==> config.mk <==
export PLATFORM = sky130hd
export DESIGN_NAME = mf3_sort_cell
export DESIGN_NICKNAME = d
export VERILOG_FILES = /design/src/rtl/mf3_pkg.sv /design/src/rtl/mf3_sort_cell.sv
export SDC_FILE = /design/constraint.sdc
export NUM_CORES = 1
export LEC_CHECK = 0
export BUFFER_PORTS_ARGS = -buffer_cell sky130_fd_sc_hd__buf_2
export CORE_ASPECT_RATIO = 0.5
export CORE_MARGIN = 5
export CORE_UTILIZATION = 42
export DETAILED_ROUTE_END_ITERATION = 12
export PLACE_DENSITY = 0.81
export RECOVER_POWER = 50
export REMOVE_ABC_BUFFERS = 1
export SYNTH_ARGS = -nofsm -noshare
export SYNTH_HDL_FRONTEND = slang
export SYNTH_SLANG_ARGS = --single-unit
==> constraint.sdc <==
create_clock -name i_clk -period 1.75 [get_ports i_clk]
set_input_delay 0 -clock i_clk [delete_from_list [all_inputs] [get_ports i_clk]]
set_output_delay 0 -clock i_clk [all_outputs]
set_load 0.01 [all_outputs]
==> src/rtl/mf3_pkg.sv <==
// Shared constants, register codes and types of the 3x3 median filter.
`default_nettype none

package mf3_pkg;

    localparam int MAX_WIDTH_DEF  = 1024;
    localparam int PIXEL_BITS_DEF = 8;
    localparam int WIN_SIDE       = 3;
    localparam int WIN_TAPS       = 9;
    localparam int HEIGHT_LIMIT   = 4096;

    localparam int COL_W      = 10;
    localparam int ROW_W      = 12;
    localparam int CFG_WID_W  = 11;
    localparam int CFG_HGT_W  = 13;
    localparam int CFG_DATA_W = 13;
    localparam int CFG_IDX_W  = 1;

    localparam int RESET_WIDTH  = 1024;
    localparam int RESET_HEIGHT = 1024;

    // Result queue depth; it also bounds the number of results in flight.
    localparam int FIFO_DEPTH = 16;

    typedef enum logic [CFG_IDX_W-1:0] {
        CFG_IMAGE_WIDTH  = 1'b0,
        CFG_IMAGE_HEIGHT = 1'b1
    } t_cfg_reg;

    typedef struct packed {
        logic [COL_W-1:0] centre_col;
        logic [ROW_W-1:0] centre_row;
        logic             frame_end;
    } t_tag;

endpackage

`default_nettype wire

==> src/rtl/mf3_sort_cell.sv <==
// One insertion cell of the sorting chain: adds one window value to a sorted list.
`default_nettype none

module mf3_sort_cell #(
    parameter int PIX_W = mf3_pkg::PIXEL_BITS_DEF
) (
    input  wire logic                                    i_clk,
    input  wire logic                                    i_rst_n,
    input  wire logic                                    i_valid,
    input  wire logic [mf3_pkg::WIN_TAPS-1:0][PIX_W-1:0] i_sorted,
    input  wire logic [mf3_pkg::WIN_TAPS-1:0][PIX_W-1:0] i_pend,
    input  wire mf3_pkg::t_tag                           i_tag,
    output logic                                         o_valid,
    output logic      [mf3_pkg::WIN_TAPS-1:0][PIX_W-1:0] o_sorted,
    output logic      [mf3_pkg::WIN_TAPS-1:0][PIX_W-1:0] o_pend,
    output mf3_pkg::t_tag                                o_tag
);

    localparam int TAPS = mf3_pkg::WIN_TAPS;

    logic [TAPS-1:0]            w_gt;
    logic [PIX_W-1:0]           w_val;
    logic [TAPS-1:0][PIX_W-1:0] n_sorted;
    logic [TAPS-1:0][PIX_W-1:0] n_pend;

    logic                       r_valid;
    logic [TAPS-1:0][PIX_W-1:0] r_sorted;
    logic [TAPS-1:0][PIX_W-1:0] r_pend;
    mf3_pkg::t_tag              r_tag;

    // The list is ascending; unused slots hold all ones, so the top slot that
    // falls off on each insertion is always a filler or an equal value.
    always_comb begin
        w_val = i_pend[0];
        for (int j = 0; j < TAPS; j++) begin
            w_gt[j] = i_sorted[j] > w_val;
        end
        n_sorted[0] = w_gt[0] ? w_val : i_sorted[0];
        for (int j = 1; j < TAPS; j++) begin
            if (!w_gt[j]) begin
                n_sorted[j] = i_sorted[j];
            end else if (!w_gt[j-1]) begin
                n_sorted[j] = w_val;
            end else begin
                n_sorted[j] = i_sorted[j-1];
            end
        end
        for (int j = 0; j < TAPS - 1; j++) begin
            n_pend[j] = i_pend[j+1];
        end
        n_pend[TAPS-1] = '0;
    end

    always_ff @(posedge i_clk) begin
        if (!i_rst_n) begin
            r_valid <= 1'b0;
        end else begin
            r_valid <= i_valid;
        end
        r_sorted <= n_sorted;
        r_pend   <= n_pend;
        r_tag    <= i_tag;
    end

    assign o_valid  = r_valid;
    assign o_sorted = r_sorted;
    assign o_pend   = r_pend;
    assign o_tag    = r_tag;

endmodule

`default_nettype wire

==> flow_summary.toml <==
[layout]
nets = 1490
fillers = 1153
final_cells = 1487
ff_latch_area_mm2 = 0.00320
final_core_utilization_pct = 70.6
final_cell_mix = "251 x buf_2, 161 x dlygate4sd3_1, 160 x dfxtp_1, 78 x clkbuf_1"
layout-area-overhead-vs-synth_pct = 66.4
multiInputGateArea_mm2 = 0.00347
antenna_cells = 0
drive_above_1_share_pct = 31.7
final_common_cell = "buf_2"

[power]
power.density_mw_per_mm2 = 957
ir_worst_vdd_v = 0.000881
cellLeakagePower_uw = 0.00532

[yosys]
yosys_warnings = 0
synth_cells = 708
postSynth.topFlopCell = "dfxtp_1"
synth_area_mm2 = 0.00690
synth_top_cell_by_area = "dfxtp_1"
avgSynthCellArea_um2 = 9.75
yosys.area.top_type_share_pct = 46.4
synth_top_cells_by_area = "dfxtp_1 46%, ha_1 13%, a31oi_1 5.3%"
number_of_enable_type_register_cells_in_the_synthesized_netlist = 0
synth_sequential_area_ratio_pct = 46.4
netlist_cell_types = 46
ys_async_sr_fraction_pct = 0
number_of_synthesized_register_bits = 160

[die]
die_width_um = 191
floorplan.die_area_mm2 = 0.0193
row_count = 33
floorplan.io_pins = 338
initial_core_util_pct = 42.4
die_height_um = 101
fp.coreArea_mm2 = 0.0163

[critical_path]
crit_fanout = 11
timing.critical_path.required_ns = 2.03
start_kind = "primary input"
slowest_delay_ns = 0.55
critical_path_class = "in2reg"
critical_path_arrival_ns = 2.11
cp-end-kind = "register"
timing.critical_path.cells = "dlygate4sd3_1, buf_2, inv_1, ha_1, nor2b_1, o211a_1, o21a_1, buf_6, o21ai_0, a31oi_2"
crit_slowest_cell = "dlygate4sd3_1"

[routing]
route.layer.met1.wl_um = 11000
highest-signal-layer = "met4"
dr_total_vias = 8446
route.final.wire_length_um = 31300
dr_wl_met3_um = 3080
detail_route.iter0.violations = 929
route.detailed.drc = 0
detail_route.vias_per_cell = 5.68
wl_per_cell_um = 21.1
first_pass_drt_iterations = 8
wl_met2_um = 15100
antenna_violating_nets_post_route = 0

[grt]
initial_antenna_violation_count = 0
grt_pass1_vias = 8641
track_usage_pct = 29.8
globalRoute.totalOverflow = 0
grt_first_pass_wirelength_um = 45300
grt_start_max_net_pins = 17

[placed_design]
place.detailed.instances = 1295
post-dp-hpwl_um = 19400
buffer_ports.inserted = 329
finalWeightedCongestion = 0.886

[worst_hold_path]
worstHoldPathType = "in2reg"
timing.hold.worst_endpoint = "o_sorted[33]$_DFF_P_"
holdPathStages = 3
worst_hold_startpoint = "i_sorted[33]"

[timing]
fin_crit_sh_pct = 105
final-max-slew-violation-count = 0
min_period_ns = 1.83
finalSetupViolCount = 3
max_slew_margin_pct = 63.9
max_clock_freq_mhz = 546
finalHoldViolCount = 1
hold-worst-slack_ns = -0.00588
setup_ws_ns = -0.0808
worst_slew_pin_slew_ns = 0.542

[run_status]
failed_checks = "hold timing, setup timing"
result_of_the_run = "complete, but fails checks"

[clocking]
clock_tree.buffer_depth = 2
root_buffer = "clkbuf_16"
clock_tree_sinks = 160
cts.htree.levels = 4
clkTransAtPathRegs_ns = 0.07
numCtsBuffers = 17
clock_tree_from_tritoncts = "built"

[run]
max-cap-violations = 0
==> metrics by stage <==
step / setup slack [ns] / instance area, um^2 / power (uW) / hold slack (ns) / setup TNS (ns)
global route: -0.119 / 11500 / 11400 / 0.00970 / -0.489
global placement: -0.0346 / 9210 / 6350 / 0.103 / -0.125
detailed placement: -0.0842 / 9210 / 6440 / 0.104 / -1.65
CTS: 0.0109 / 11500 / 10800 / 0.00783 / 0
finish: -0.0808 / 11500 / 11000 / -0.00588 / -0.141
floorplan: 0.175 / 6640 / 5290 / 0.0277 / 0
==> cells by family after synthesis <==
logic type | synth area share, %
AO/OA/AOI/OAI | 19.0
adder cells (fa/ha/maj) | 13.1
buffers and inverters | 5.40
flip-flops | 46.4
multiplexers | 0.217
other | 0.0543
AND/OR/NAND/NOR | 15.9
==> worst max-delay path by stage <==
stage / start / endpoint / slack [ns] / cells after the start
2_1_floorplan: i_pend[1] / o_sorted[0]$_DFF_P_ / 0.17 / 7
3_3_place_gp: i_pend[0] / o_sorted[20]$_DFF_P_ / -0.03 / 7
3_5_place_dp: i_pend[3] / o_sorted[31]$_DFF_P_ / -0.08 / 9
4_1_cts: i_sorted[58] / o_sorted[60]$_DFF_P_ / 0.01 / 9
5_1_grt: i_sorted[56] / o_sorted[66]$_DFF_P_ / -0.12 / 10
6_report: i_sorted[56] / o_sorted[66]$_DFF_P_ / -0.08 / 10
==> sequential cells by signal, summed over array words and instances (netlist names) <==
name	count
o_valid	1
o_pend	64
o_sorted	72
o_tag	23
==> Yosys cell counts (all sizes together), types with 2 or more instances <==
cell    number
a21o         2
a21oi       34
a31oi       64
and2         9
and4         8
buf         31
clkbuf      11
dfxtp      160
ha          72
inv         23
nand2       23
nand2b       8
nand3       72
nand4       10
nor2         8
nor2b        8
nor3        56
o211a        7
o211ai      10
o21a         7
o21ai       79
==> metal layers <==
layer,track usage (%),vias up
li1,-,3690
met1,31.9,3869
met2,53.7,652
met3,7.82,235
met4,17.7,0
met5,0,-
==> worst max-delay path: cells and delay by family <==
family / cells / cell delay [ns]
adder cells (fa/ha/maj): 1 / 0.14
buffers and inverters: 4 / 0.92
AND/OR/NAND/NOR: 1 / 0.06
AO/OA/AOI/OAI: 4 / 0.98
==> timing repair <==
item                                   in CTS  in global routing
setup buffers                               0                  0
setup endpoints to repair                   0                 57
gates resized for setup                     0                 37
hold buffers                              161                  0
endpoints found under the hold margin     160                  0
==> layout make-up <==
type                       instances  share of cell area [%]
inverter                          23                   0.752
tap                              227                    2.47
clock buffer                      17                    3.70
timing repair buffer             556                    33.1
sequential                       160                    27.9
multi-input combinational        490                    30.2
clock inverter                    14                    1.93
==> report_power, final <==
group          total [uW]  switching, uW  internal [uW]
combinational        2700           1520           1180
sequential           4160            128           4030
clock                4140           1700           2450
Note: power is estimated with default switching activity, not from simulation.
