$ cat src/rtl/mf3_pkg.sv
// Shared constants, register codes and types of the 3x3 median filter.
`default_nettype none

package mf3_pkg;

    localparam int MAX_WIDTH_DEF  = 1024;
    localparam int PIXEL_BITS_DEF = 8;
    localparam int WIN_SIDE       = 3;
    localparam int WIN_TAPS       = 9;
    localparam int HEIGHT_LIMIT   = 4096;

    localparam int COL_W      = 10;
    localparam int ROW_W      = 12;
    localparam int CFG_WID_W  = 11;
    localparam int CFG_HGT_W  = 13;
    localparam int CFG_DATA_W = 13;
    localparam int CFG_IDX_W  = 1;

    localparam int RESET_WIDTH  = 1024;
    localparam int RESET_HEIGHT = 1024;

    // Result queue depth; it also bounds the number of results in flight.
    localparam int FIFO_DEPTH = 16;

    typedef enum logic [CFG_IDX_W-1:0] {
        CFG_IMAGE_WIDTH  = 1'b0,
        CFG_IMAGE_HEIGHT = 1'b1
    } t_cfg_reg;

    typedef struct packed {
        logic [COL_W-1:0] centre_col;
        logic [ROW_W-1:0] centre_row;
        logic             frame_end;
    } t_tag;

endpackage

`default_nettype wire

$ cat src/rtl/mf3_res_if.sv
// Result request channel: valid, ready, median and centre coordinates.
`default_nettype none

interface mf3_res_if #(
    parameter int PIX_W = mf3_pkg::PIXEL_BITS_DEF
);
    logic                     valid;
    logic                     ready;
    logic [PIX_W-1:0]         median;
    logic [mf3_pkg::COL_W-1:0] centre_col;
    logic [mf3_pkg::ROW_W-1:0] centre_row;
    logic                     frame_end;

    modport source (output valid, output median, output centre_col, output centre_row,
                    output frame_end, input ready);
    modport sink   (input valid, input median, input centre_col, input centre_row,
                    input frame_end, output ready);
endinterface

`default_nettype wire

$ cat src/rtl/mf3_out_fifo.sv
// Result queue that decouples the filter pipeline from the result sink.
`default_nettype none

module mf3_out_fifo #(
    parameter int PIX_W = mf3_pkg::PIXEL_BITS_DEF,
    parameter int DEPTH = mf3_pkg::FIFO_DEPTH
) (
    input  wire logic             i_clk,
    input  wire logic             i_rst_n,
    input  wire logic             i_push,
    input  wire logic [PIX_W-1:0] i_median,
    input  wire mf3_pkg::t_tag    i_tag,
    mf3_res_if.source             o_out
);

    localparam int AW = $clog2(DEPTH);
    localparam int CW = $clog2(DEPTH + 1);

    logic [PIX_W-1:0] r_median [DEPTH];
    mf3_pkg::t_tag    r_tag    [DEPTH];
    logic [AW-1:0]    r_wr;
    logic [AW-1:0]    r_rd;
    logic [CW-1:0]    r_count;
    logic             w_pop;

    assign w_pop = o_out.valid && o_out.ready;

    always_ff @(posedge i_clk) begin
        if (!i_rst_n) begin
            r_wr    <= '0;
            r_rd    <= '0;
            r_count <= '0;
        end else begin
            if (i_push) begin
                r_wr <= (r_wr == AW'(DEPTH - 1)) ? '0 : r_wr + 1'b1;
            end
            if (w_pop) begin
                r_rd <= (r_rd == AW'(DEPTH - 1)) ? '0 : r_rd + 1'b1;
            end
            if (i_push && !w_pop) begin
                r_count <= r_count + 1'b1;
            end else if (!i_push && w_pop) begin
                r_count <= r_count - 1'b1;
            end
        end
        if (i_push) begin
            r_median[r_wr] <= i_median;
            r_tag[r_wr]    <= i_tag;
        end
    end

    assign o_out.valid      = (r_count != '0);
    assign o_out.median     = r_median[r_rd];
    assign o_out.centre_col = r_tag[r_rd].centre_col;
    assign o_out.centre_row = r_tag[r_rd].centre_row;
    assign o_out.frame_end  = r_tag[r_rd].frame_end;

endmodule

`default_nettype wire

$ cat src/flat_wrapper.sv
// flat-port wrapper written by rule: the top's interface ports become plain ports
module mf3_out_fifo_flat 
#(
    parameter int PIX_W = mf3_pkg::PIXEL_BITS_DEF,
    parameter int DEPTH = mf3_pkg::FIFO_DEPTH
)
  (i_clk, i_rst_n, i_push, i_median, i_tag, o_out_valid, o_out_median, o_out_centre_col, o_out_centre_row, o_out_frame_end, o_out_ready);
  mf3_res_if #(.PIX_W(PIX_W)) o_out_i ();
  input  wire logic i_clk;
  input  wire logic i_rst_n;
  input  wire logic i_push;
  input  wire logic [PIX_W-1:0] i_median;
  input  wire mf3_pkg::t_tag i_tag;
  output wire logic [$bits(o_out_i.valid)-1:0] o_out_valid;
  output wire logic [$bits(o_out_i.median)-1:0] o_out_median;
  output wire logic [$bits(o_out_i.centre_col)-1:0] o_out_centre_col;
  output wire logic [$bits(o_out_i.centre_row)-1:0] o_out_centre_row;
  output wire logic [$bits(o_out_i.frame_end)-1:0] o_out_frame_end;
  input wire logic [$bits(o_out_i.ready)-1:0] o_out_ready;
  assign o_out_valid = o_out_i.valid;
  assign o_out_median = o_out_i.median;
  assign o_out_centre_col = o_out_i.centre_col;
  assign o_out_centre_row = o_out_i.centre_row;
  assign o_out_frame_end = o_out_i.frame_end;
  assign o_out_i.ready = o_out_ready;
  mf3_out_fifo #(.PIX_W(PIX_W), .DEPTH(DEPTH)) u_core (.i_clk(i_clk), .i_rst_n(i_rst_n), .i_push(i_push), .i_median(i_median), .i_tag(i_tag), .o_out(o_out_i));
endmodule
$ cat config.mk
export PLATFORM = sky130hd
export DESIGN_NAME = mf3_out_fifo_flat
export DESIGN_NICKNAME = d
export VERILOG_FILES = /design/src/rtl/mf3_pkg.sv /design/src/rtl/mf3_res_if.sv /design/src/rtl/mf3_out_fifo.sv /design/src/flat_wrapper.sv
export SDC_FILE = /design/constraint.sdc
export NUM_CORES = 1
export LEC_CHECK = 0
export BUFFER_PORTS_ARGS = -buffer_cell sky130_fd_sc_hd__buf_2
export CORE_AREA = 2 2 177 179
export CTS_BUF_LIST = sky130_fd_sc_hd__clkbuf_4
export DETAILED_ROUTE_END_ITERATION = 8
export DIE_AREA = 0 0 179 181
export PLACE_DENSITY = 0.9
export SETUP_SLACK_MARGIN = 0.15
export SLEW_MARGIN = 20
export SYNTH_ARGS = -nofsm -noshare
export SYNTH_HDL_FRONTEND = slang
export SYNTH_SLANG_ARGS = --single-unit
$ cat constraint.sdc
create_clock -name i_clk -period 4.74 [get_ports i_clk]
set_input_delay 0.474 -clock i_clk [delete_from_list [all_inputs] [get_ports i_clk]]
set_output_delay 0.474 -clock i_clk [all_outputs]
set_load 0.05 [all_outputs]
==> results.tsv <==
metric	value	unit
Max stage delay on crit path	0.82	ns
Die Area	32400	µm²
crit end category	primary output	
Final ANT Viol Nets	0	
Final Skew	0.0636	ns
nets	1062	
slew margin rel.	24.3	%
number of remaining DRC errors	0	
Sink Count	513	
# H-tree levels	3	
post-CTS setup buffers	0	
clock slew at reported path FFs	0.09	ns
#FFs+latches synth	513	
vias in the first global route	10400	
hpwl dp	20100	µm
DR WL/cell	28.3	µm
final setup violation count	0	
FILL cells	1648	
dominant delay contributor by cell family on the critical path	flip-flops	
# IOs	67	
grt ovf	0	
RePlAce Congestion	0.704	
Setup crit start kind	register	
synth unique cells	38	
ys flop type	edfxtp_1	
share of cells above drive strength 1	34.0	%
clock latency on the worst-skew pair	0.79	ns
sequential area share after synthesis	77.6	%
Slowest-stage cell, CP	dfxtp_4	
Area growth, synth to finish	11.4	%
setup TNS	0	ns
dpl cell area	20300	µm²
Buf/Inv on CP	2	
post-synthesis cell count	864	
ys async rst share	0	%
Fin. Hold Viols	0	
final wirelength	42700	µm
Crit Path Max Fanout	35	
Core Area	30300	µm²
Max VDD drop	0.306	mV
number of flops mapped to enable cells by yosys	496	
Starting Density	64.7	%
vias after detailed routing	9925	
Chip Height	181	µm
critical path cell sequence	buf_4, mux4_2, a22oi_1, nand2_1, buf_2	
Tot Pwr	10.4	mW
GR Util All Layers	27.0	%
period utilization	81.2	%
antenna violations before repair	2	
Worst-Margin Slew	1.13	ns
CP Data Required Time	4.27	ns
row count	64	
max-cap viol count	0	
Hold Path Class	in -> reg	
Via density	6.59	
IO Port Bufs	66	
fmax	0.260	GHz
drt first pass iters	5	
Final Critical Period	3.85	ns
CTS tree	built	
mean post-synth cell area	22.7	µm²
unrepaired setup endpoints after global routing	no	
number of CTS-inserted buffers	118	
Worst Hold Slack	0.0537	ns
Post-CTS Resized	0	
status	finished clean	
first-pass GRT wire length	62300	µm
final instance area	21900	µm²
Die Width	179	µm
Mapped Area	19600	µm²
Net Count, Synth	909	
pwr dens	477	nW/µm²
WS Path Type	reg -> out	
CP arrival	3.38	ns
Syn. warnings	0	
hold buffers post-CTS	0	
fin. max-slew vios	0	
clk buf depth	3	
leakage power	7.14	nW
largest net degree at the start of global routing	78	
Clock Tree Root	clkbuf_4	
Final Util	72.1	%
initial drt markers	1286	
## stage by stage
step,setup slack [ns],cells
floorplan,2.22,864
global placement,1.76,1289
detailed placement,1.63,1289
CTS,0.773,1499
global route,0.619,1505
finish,0.891,1507
## metal layers
metal	share of wire [%]	global-route usage (%)	wire length, µm
met5	0	0	0
met4	2.2	9.01	955
met3	9.2	6.88	3940
met2	52	44.3	22200
met1	37	35.8	15600
## power breakdown
part | total (mW) | internal, mW | switching [mW]
registers | 5.19 | 5.04 | 0.144
logic | 1.87 | 0.815 | 1.06
clock network | 3.37 | 1.66 | 1.71
## layout by cell type, fill, tap and decap left out, types with 5 or more instances in the layout
cell type  count
and2_1         6
clkinv_1      36
dfxtp_1       15
inv_6          5
buf_4          5
clkbuf_4     164
a22oi_1       62
buf_2         66
and2_2        11
and2_4         5
mux4_2       100
nand2_1       38
mux4_1        24
nand3_1        7
ha_1           9
edfxtp_1     496
## sequential cells by signal, indices dropped and copies added, names as in the netlist, named ones only
signal	flops
u_core.r_count	5
u_core.r_median	128
u_core.r_rd	4
u_core.r_tag	368
u_core.r_wr	4
## cells in the mapped netlist, types with 5 or more instances
library cell / instances / area [µm²]
dfxtp_1: 17 / 340
mux4_1: 24 / 631
and2_1: 22 / 138
edfxtp_1: 496 / 14900
mux4_2: 100 / 2250
clkbuf_1: 25 / 93.8
buf_2: 10 / 50.1
ha_1: 9 / 113
nand2_1: 38 / 143
a22oi_1: 62 / 465
nand3_1: 7 / 35.0
nor2b_1: 5 / 31.3
buf_12: 7 / 140
## cells by family after synthesis
group | share of synthesized area, %
DFF | 77.6
muxes | 14.9
and+or+nand+nor | 2.18
AOI/OAI and AO/OA | 2.95
buffers and inverters | 1.58
adders and majority gates | 0.675
xor gates and xnor gates | 0.178
## worst paths after layout
kind / from / end / slack, ns / cells after the start
setup reg to reg: u_core.r_count[0] / u_core.r_count[3] / 2.03 / 9
setup / recovery: register / o_out_centre_row[2] / 0.89 / 5
hold / removal: i_tag[19] / u_core.r_tag[1][19] / 0.05 / 1
hold reg to reg: u_core.r_rd[0] / register / 0.50 / 2
## area by class of cell
cell class	count	area, µm²	area share [%]
clock buffers	164	1230	5.63
inverters	3	11.3	0.0515
multi-input cells	304	4150	19.0
repair buffers	77	510	2.33
well taps	396	495	2.26
clock inverters	46	228	1.04
diodes	4	10.0	0.0458
flip-flops and latches	513	15200	69.7
Power figures use the tool's default switching activity.
